[config.mk]
export PLATFORM = sky130hd
export DESIGN_NAME = lpt_front
export DESIGN_NICKNAME = d
export VERILOG_FILES = /design/src/hw/rtl/lpt_pkg.sv /design/src/hw/rtl/lpt_front.sv
export SDC_FILE = /design/constraint.sdc
export NUM_CORES = 2
export LEC_CHECK = 0
export BUFFER_PORTS_ARGS = -buffer_cell sky130_fd_sc_hd__clkbuf_2
export CAP_MARGIN = 20
export CORE_ASPECT_RATIO = 0.75
export CORE_UTILIZATION = 64
export CTS_CLUSTER_SIZE = 28
export DETAILED_ROUTE_END_ITERATION = 8
export GPL_ROUTABILITY_DRIVEN = 1
export PLACE_DENSITY = 0.85
export SLEW_MARGIN = 20
export SYNTH_ARGS = -nofsm -noshare
export SYNTH_HDL_FRONTEND = slang
export SYNTH_SLANG_ARGS = --single-unit
[constraint.sdc]
create_clock -name i_clk -period 8.3 [get_ports i_clk]
set_input_delay 0.83 -clock i_clk [delete_from_list [all_inputs] [get_ports i_clk]]
set_output_delay 0.83 -clock i_clk [all_outputs]
set_load 0.005 [all_outputs]
[src/hw/rtl/lpt_pkg.sv]
// Shared types and fixed-point widths for the laser pixel triangulation block.
// No dependencies; every other file in hw/rtl refers to it by scoped names.
package lpt_pkg;

    // register index map of the configuration port
    localparam int CFG_IDX_W  = 3;
    localparam int CFG_DATA_W = 48;
    localparam logic [CFG_IDX_W-1:0] CFG_LOWER  = 3'd0;
    localparam logic [CFG_IDX_W-1:0] CFG_UPPER  = 3'd1;
    localparam logic [CFG_IDX_W-1:0] CFG_INV_FX = 3'd2;
    localparam logic [CFG_IDX_W-1:0] CFG_INV_FY = 3'd3;
    localparam logic [CFG_IDX_W-1:0] CFG_CX     = 3'd4;
    localparam logic [CFG_IDX_W-1:0] CFG_CY     = 3'd5;
    localparam logic [CFG_IDX_W-1:0] CFG_NORMAL = 3'd6;
    localparam logic [CFG_IDX_W-1:0] CFG_OFFSET = 3'd7;

    localparam int PIX_W  = 12;    // pixel coordinate ports
    localparam int UC_W   = 16;    // coordinate after masking, widest COORD_BITS
    localparam int CH_W   = 8;
    localparam int BND_W  = 24;
    localparam int INV_W  = 24;
    localparam int CTR_W  = 16;
    localparam int NRM_W  = 16;    // one normal component, Q1.14
    localparam int OFS_W  = 32;
    localparam int DU_W   = 21;    // 16*u - cx, signed Q.4
    localparam int X_W    = 45;    // ray direction, signed Q.28
    localparam int T_W    = 61;    // one normal product
    localparam int D_W    = 63;    // denominator, signed Q.42
    localparam int PLO_W  = 23;    // low slice of |X| for the split product
    localparam int P_W    = 76;    // |d| * |N|
    localparam int M_W    = 90;    // dividend |d| * |N| * 2^14
    localparam int Q_W    = 33;    // quotient bits kept beyond the overflow test
    localparam int R_W    = 63;    // remainder, always below the divisor
    localparam int LANES  = 3;
    localparam int OUT_W  = 32;

    localparam logic [OUT_W-1:0] SAT_MAX = 32'h7FFF_FFFF;
    localparam logic [OUT_W-1:0] SAT_MIN = 32'h8000_0000;

    localparam logic [BND_W-1:0]     RST_LOWER  = 24'hFF25A6;
    localparam logic [BND_W-1:0]     RST_UPPER  = 24'hFFFFFF;
    localparam logic [INV_W-1:0]     RST_INV_F  = 24'd27962;
    localparam logic [CTR_W-1:0]     RST_CX     = 16'd5120;
    localparam logic [CTR_W-1:0]     RST_CY     = 16'd3840;
    localparam logic [3*NRM_W-1:0]   RST_NORMAL = 48'h4000_0000_0000;
    localparam logic [OFS_W-1:0]     RST_OFFSET = 32'hFFFF_0000;

    // per-item flags that ride along the divider
    typedef struct packed {
        logic             par;      // denominator zero
        logic [LANES-1:0] neg;      // quotient sign
        logic [LANES-1:0] nz;       // numerator nonzero
        logic [LANES-1:0] to_max;   // -d*N positive
    } t_ctl;

    // one coordinate lane of the restoring divider
    typedef struct packed {
        logic             ovf;
        logic [Q_W-1:0]   m;
        logic [R_W-1:0]   rem;
        logic [Q_W-1:0]   q;
    } t_lane;

endpackage

[src/hw/rtl/lpt_front.sv]
// Front stages: channel band test, principal point offset and inverse focal scaling.
// Depends on lpt_pkg.
module lpt_front #(
    parameter int COORD_BITS = 12
) (
    input  logic                              i_clk,
    input  logic                              i_rst_n,
    input  logic                              i_adv,
    input  logic                              i_valid,
    input  logic [lpt_pkg::PIX_W-1:0]         i_pixel_column,
    input  logic [lpt_pkg::PIX_W-1:0]         i_pixel_row,
    input  logic [lpt_pkg::CH_W-1:0]          i_channel_zero,
    input  logic [lpt_pkg::CH_W-1:0]          i_channel_one,
    input  logic [lpt_pkg::CH_W-1:0]          i_channel_two,
    input  logic [lpt_pkg::BND_W-1:0]         i_lower,
    input  logic [lpt_pkg::BND_W-1:0]         i_upper,
    input  logic [lpt_pkg::INV_W-1:0]         i_inv_fx,
    input  logic [lpt_pkg::INV_W-1:0]         i_inv_fy,
    input  logic [lpt_pkg::CTR_W-1:0]         i_cx,
    input  logic [lpt_pkg::CTR_W-1:0]         i_cy,
    input  logic                              i_offset_zero,
    output logic                              o_valid,
    output logic signed [lpt_pkg::X_W-1:0]    o_x,
    output logic signed [lpt_pkg::X_W-1:0]    o_y
);
    localparam logic [lpt_pkg::UC_W-1:0] COORD_MASK =
        lpt_pkg::UC_W'((33'd1 << COORD_BITS) - 33'd1);

    logic [lpt_pkg::UC_W-1:0]            u_m, v_m;
    logic                                in_band;
    logic signed [lpt_pkg::DU_W-1:0]     n_du, n_dv;
    logic signed [lpt_pkg::X_W:0]        n_x, n_y;
    logic                                r_v1, r_v2;
    logic signed [lpt_pkg::DU_W-1:0]     r_du, r_dv;
    logic signed [lpt_pkg::X_W-1:0]      r_x, r_y;

    assign u_m = {4'b0, i_pixel_column} & COORD_MASK;
    assign v_m = {4'b0, i_pixel_row} & COORD_MASK;

    assign in_band = (i_channel_zero >= i_lower[7:0])   && (i_channel_zero <= i_upper[7:0])
                  && (i_channel_one  >= i_lower[15:8])  && (i_channel_one  <= i_upper[15:8])
                  && (i_channel_two  >= i_lower[23:16]) && (i_channel_two  <= i_upper[23:16]);

    assign n_du = $signed({1'b0, u_m, 4'b0}) - $signed({5'b0, i_cx});
    assign n_dv = $signed({1'b0, v_m, 4'b0}) - $signed({5'b0, i_cy});
    assign n_x  = r_du * $signed({1'b0, i_inv_fx});
    assign n_y  = r_dv * $signed({1'b0, i_inv_fy});

    always_ff @(posedge i_clk) begin
        if (!i_rst_n) begin
            r_v1 <= 1'b0;
            r_v2 <= 1'b0;
        end else if (i_adv) begin
            // drop pixels outside the band and everything while the plane hits the centre
            r_v1 <= i_valid && in_band && !i_offset_zero;
            r_v2 <= r_v1;
        end
    end

    always_ff @(posedge i_clk) begin
        if (i_adv) begin
            r_du <= n_du;
            r_dv <= n_dv;
            r_x  <= n_x[lpt_pkg::X_W-1:0];
            r_y  <= n_y[lpt_pkg::X_W-1:0];
        end
    end

    assign o_valid = r_v2;
    assign o_x     = r_x;
    assign o_y     = r_y;
endmodule

==> results_dict.tcl <==
set metrics [dict create \
    outcome "complete, no violations" \
    drv_cap 0 \
    overflow 0 \
    cts_buffers 17 \
    r2r_start "r_dv[2]" \
    io_pins 272 \
    placed_cell_area_mm2 0.0345 \
    reg2reg_slack_ns 0.64 \
    syn_area_per_cell_um2 9.30 \
    yosysWarnings 0 \
    start_kind "register" \
    setup_slack_ns 0.642 \
    drc 0 \
    slew_headroom_pct 20.9 \
    arrival_ns 7.88 \
    die_w_um 263 \
    endpoint_kind "register" \
    cts_sinks 120 \
    ys_types 63 \
    place_inst 4332 \
    preCtsSetupSlack_ns 0.715 \
    rows 71 \
    cts_post_setup_buffers_inserted 0 \
    crit_type "register to register" \
    drt_iter0_markers 1765 \
    slowest_delay_ns 1.14 \
    max_clock_freq_mhz 131 \
    worstMarginPinSlew_ns 1.19 \
    hold_start "r_v1" \
    cts_buffer_depth 2 \
    totalWireLength_mm 81.0 \
    grt_max_degree 68 \
    r2r_end "o_y[40]" \
    final-hold-violation-count 0 \
    post_drt_wl_per_cell_um 18.5 \
    path_delay_family "adder cells" \
    syn_nets 4712 \
    cp_num_buf_inv 5 \
    mostFrequentLayoutCells "inv_1 (860), fa_1 (658), nand2_1 (439)" \
    fin_setup_tns_ns 0 \
    grt_use_total_pct 32.8 \
    critPathRequiredTime_ns 8.52 \
    yosysSeqAreaShare_pct 11.0 \
    async_flop_share_pct 0 \
    first_pass_iters 7 \
    vias_per_cell 5.64 \
    finalCritPeriodShare_pct 92.3 \
    die_y_um 198 \
    post_cts_resized 0 \
    gp_congestion 0.936 \
    synth_flop_cell "edfxtp_1" \
    initial_core_util_pct 65.0 \
    period_minus_slack_ns 7.66 \
    syn2layout_area_growth_pct 7.44 \
    crit_cells 23 \
    clock_skew_ns 0.0160 \
    worstHoldPathType "register to register" \
    final_common_cell "inv_1" \
    cts_root_buffer "clkbuf_16" \
    portBuffers 271 \
    synth_enable_flop_cells 118 \
    crit_path_frequent_cell "fa_1" \
    min_to "r_v1" \
    finalNetCount 4891 \
    grt_pass1_vias 26400 \
    path_cells "nand2_1 -> fa_1 -> inv_1 -> fa_1 -> inv_1 -> fa_1 -> inv_1 -> fa_1 -> fa_1 -> inv_1 -> fa_1 -> inv_1 -> ha_1 -> and4_1 -> and3_1 -> a211oi_1 -> o211ai_1 -> a311oi_1 -> o31ai_1 -> a21o_1 -> a21oi_1 -> o21ai_1 -> xor2_1" \
    core_mm2 0.0503 \
    place_hpwl_mm 65.1 \
    cpMaxStageDelayCell "edfxtp_1" \
    h-tree-depth 4 \
    design_area_mm2 0.0351 \
    grt_setup_unrepaired "no" \
    drive_above_1_share_pct 8.85 \
    final_cells 4365 \
    hold_path_depth 2 \
    postRouteAntennaNets 0 \
    netlist_instances 3515 \
    syn_area_mm2 0.0327 \
    fill_cells 3696 \
    grt_pass1_wl_mm 133 \
    antenna_found_initial 3 \
    cts_tree "done" \
    ctsHoldBuffers 0 \
    die_area_mm2 0.0520 \
    drv_slew 0 \
    r2r_cells 23 \
    path_clk_slew_ns 0.07 \
    clock_latency_ns 0.46 \
    ys_ff_latch 120 \
    via_count 24600 \
    finalSetupViolations 0 \
    path_max_fanout 24 \
]
## area by class of cell
cell class	count	area, um^2	share of cell area (%)
well taps	657	822	2.34
flip-flops and latches	120	3580	10.2
clock inverters	12	168	0.477
clock buffers	20	457	1.30
multi-input cells	2408	25400	72.3
repair buffers	287	1480	4.22
inverters	860	3230	9.19
diodes	1	2.50	0.00712
## worst reg2reg max path, cell delays in order, from the launching register on
cell and delay, ns:
edfxtp_1 1.14, nand2_1 0.20, fa_1 0.58, inv_1 0.05
fa_1 0.53, inv_1 0.05, fa_1 0.51, inv_1 0.06
fa_1 0.48, fa_1 0.48, inv_1 0.05, fa_1 0.47
inv_1 0.04, ha_1 0.34, and4_1 0.26, and3_1 0.17
a211oi_1 0.32, o211ai_1 0.32, a311oi_1 0.52, o31ai_1 0.19
a21o_1 0.20, a21oi_1 0.22, o21ai_1 0.10, xor2_1 0.14
## logic make-up (layout without fill, tap and decap cells)
| family | after synthesis | count (layout) | synth area share (%) |
|---|---|---|---|
| xor gates and xnor gates | 100 | 100 | 2.68 |
| buffers and inverters | 987 | 1179 | 11.4 |
| and+or+nand+nor | 1005 | 1005 | 15.2 |
| AOI/OAI and AO/OA | 285 | 285 | 5.69 |
| muxes | 2 | 2 | 0.0612 |
| DFF | 120 | 120 | 11.0 |
| other | 0 | 1 | 0 |
| adders and majority gates | 1016 | 1016 | 54.0 |
## sequential cells by signal, summed over array words and instances, names as in the netlist
signal   flops
r_dv        17
r_v1         1
r_du        17
o_y         42
o_x         42
o_valid      1
## Yosys cell counts, types with 4 or more instances
master,count,share of area (%)
xnor2_1,76,2.0
edfxtp_1,118,11
nand2_1,439,5.0
a211o_1,5,0.13
o21ai_0,41,0.63
inv_1,860,9.9
a211oi_1,8,0.18
o21a_1,12,0.28
buf_4,6,0.14
a31oi_1,5,0.096
fa_1,658,40
o31ai_1,5,0.11
and3_1,11,0.21
ha_1,358,14
nor2b_1,15,0.29
a21o_1,65,1.5
clkbuf_1,121,1.4
o211ai_1,4,0.092
nand2b_1,30,0.57
nor3_1,16,0.24
nand3_1,16,0.24
o21bai_1,11,0.25
o21ai_1,5,0.077
nand4_1,16,0.31
and2_1,372,7.1
xor2_1,24,0.64
a21oi_1,92,1.4
nor2_1,75,0.86
## stage by stage
stage | hold slack [ns] | utilization (%)
after global routing | 0.556 | 69.9
final | 0.497 | 69.9
after global placement | 0.480 | 68.6
after CTS | 0.495 | 69.9
after floorplan | 0.456 | -
after detailed placement | 0.476 | 68.6
## per-layer routing
layer | track usage [%] | vias up | part of all wire, %
li1 | - | 10900 | -
met1 | 43.2 | 12200 | 39
met2 | 52.9 | 1265 | 47
met3 | 7.92 | 245 | 10
met4 | 12.9 | 4 | 3.7
met5 | 0 | - | 0.022
## worst max path at each step
| stage | start | endpoint |
|---|---|---|
| finish | r_dv[2] | o_y[40] |
| global route | r_dv[2] | o_y[40] |
| detailed placement | i_inv_fy[14] | o_y[40] |
| floorplan | i_inv_fx[14] | o_x[38] |
| CTS | r_dv[2] | o_y[40] |
| global placement | i_inv_fy[14] | o_y[40] |
Power is left out: the tool's default activity adds up to more than one toggle a clock period on the data nets, which glitch-free logic cannot reach.
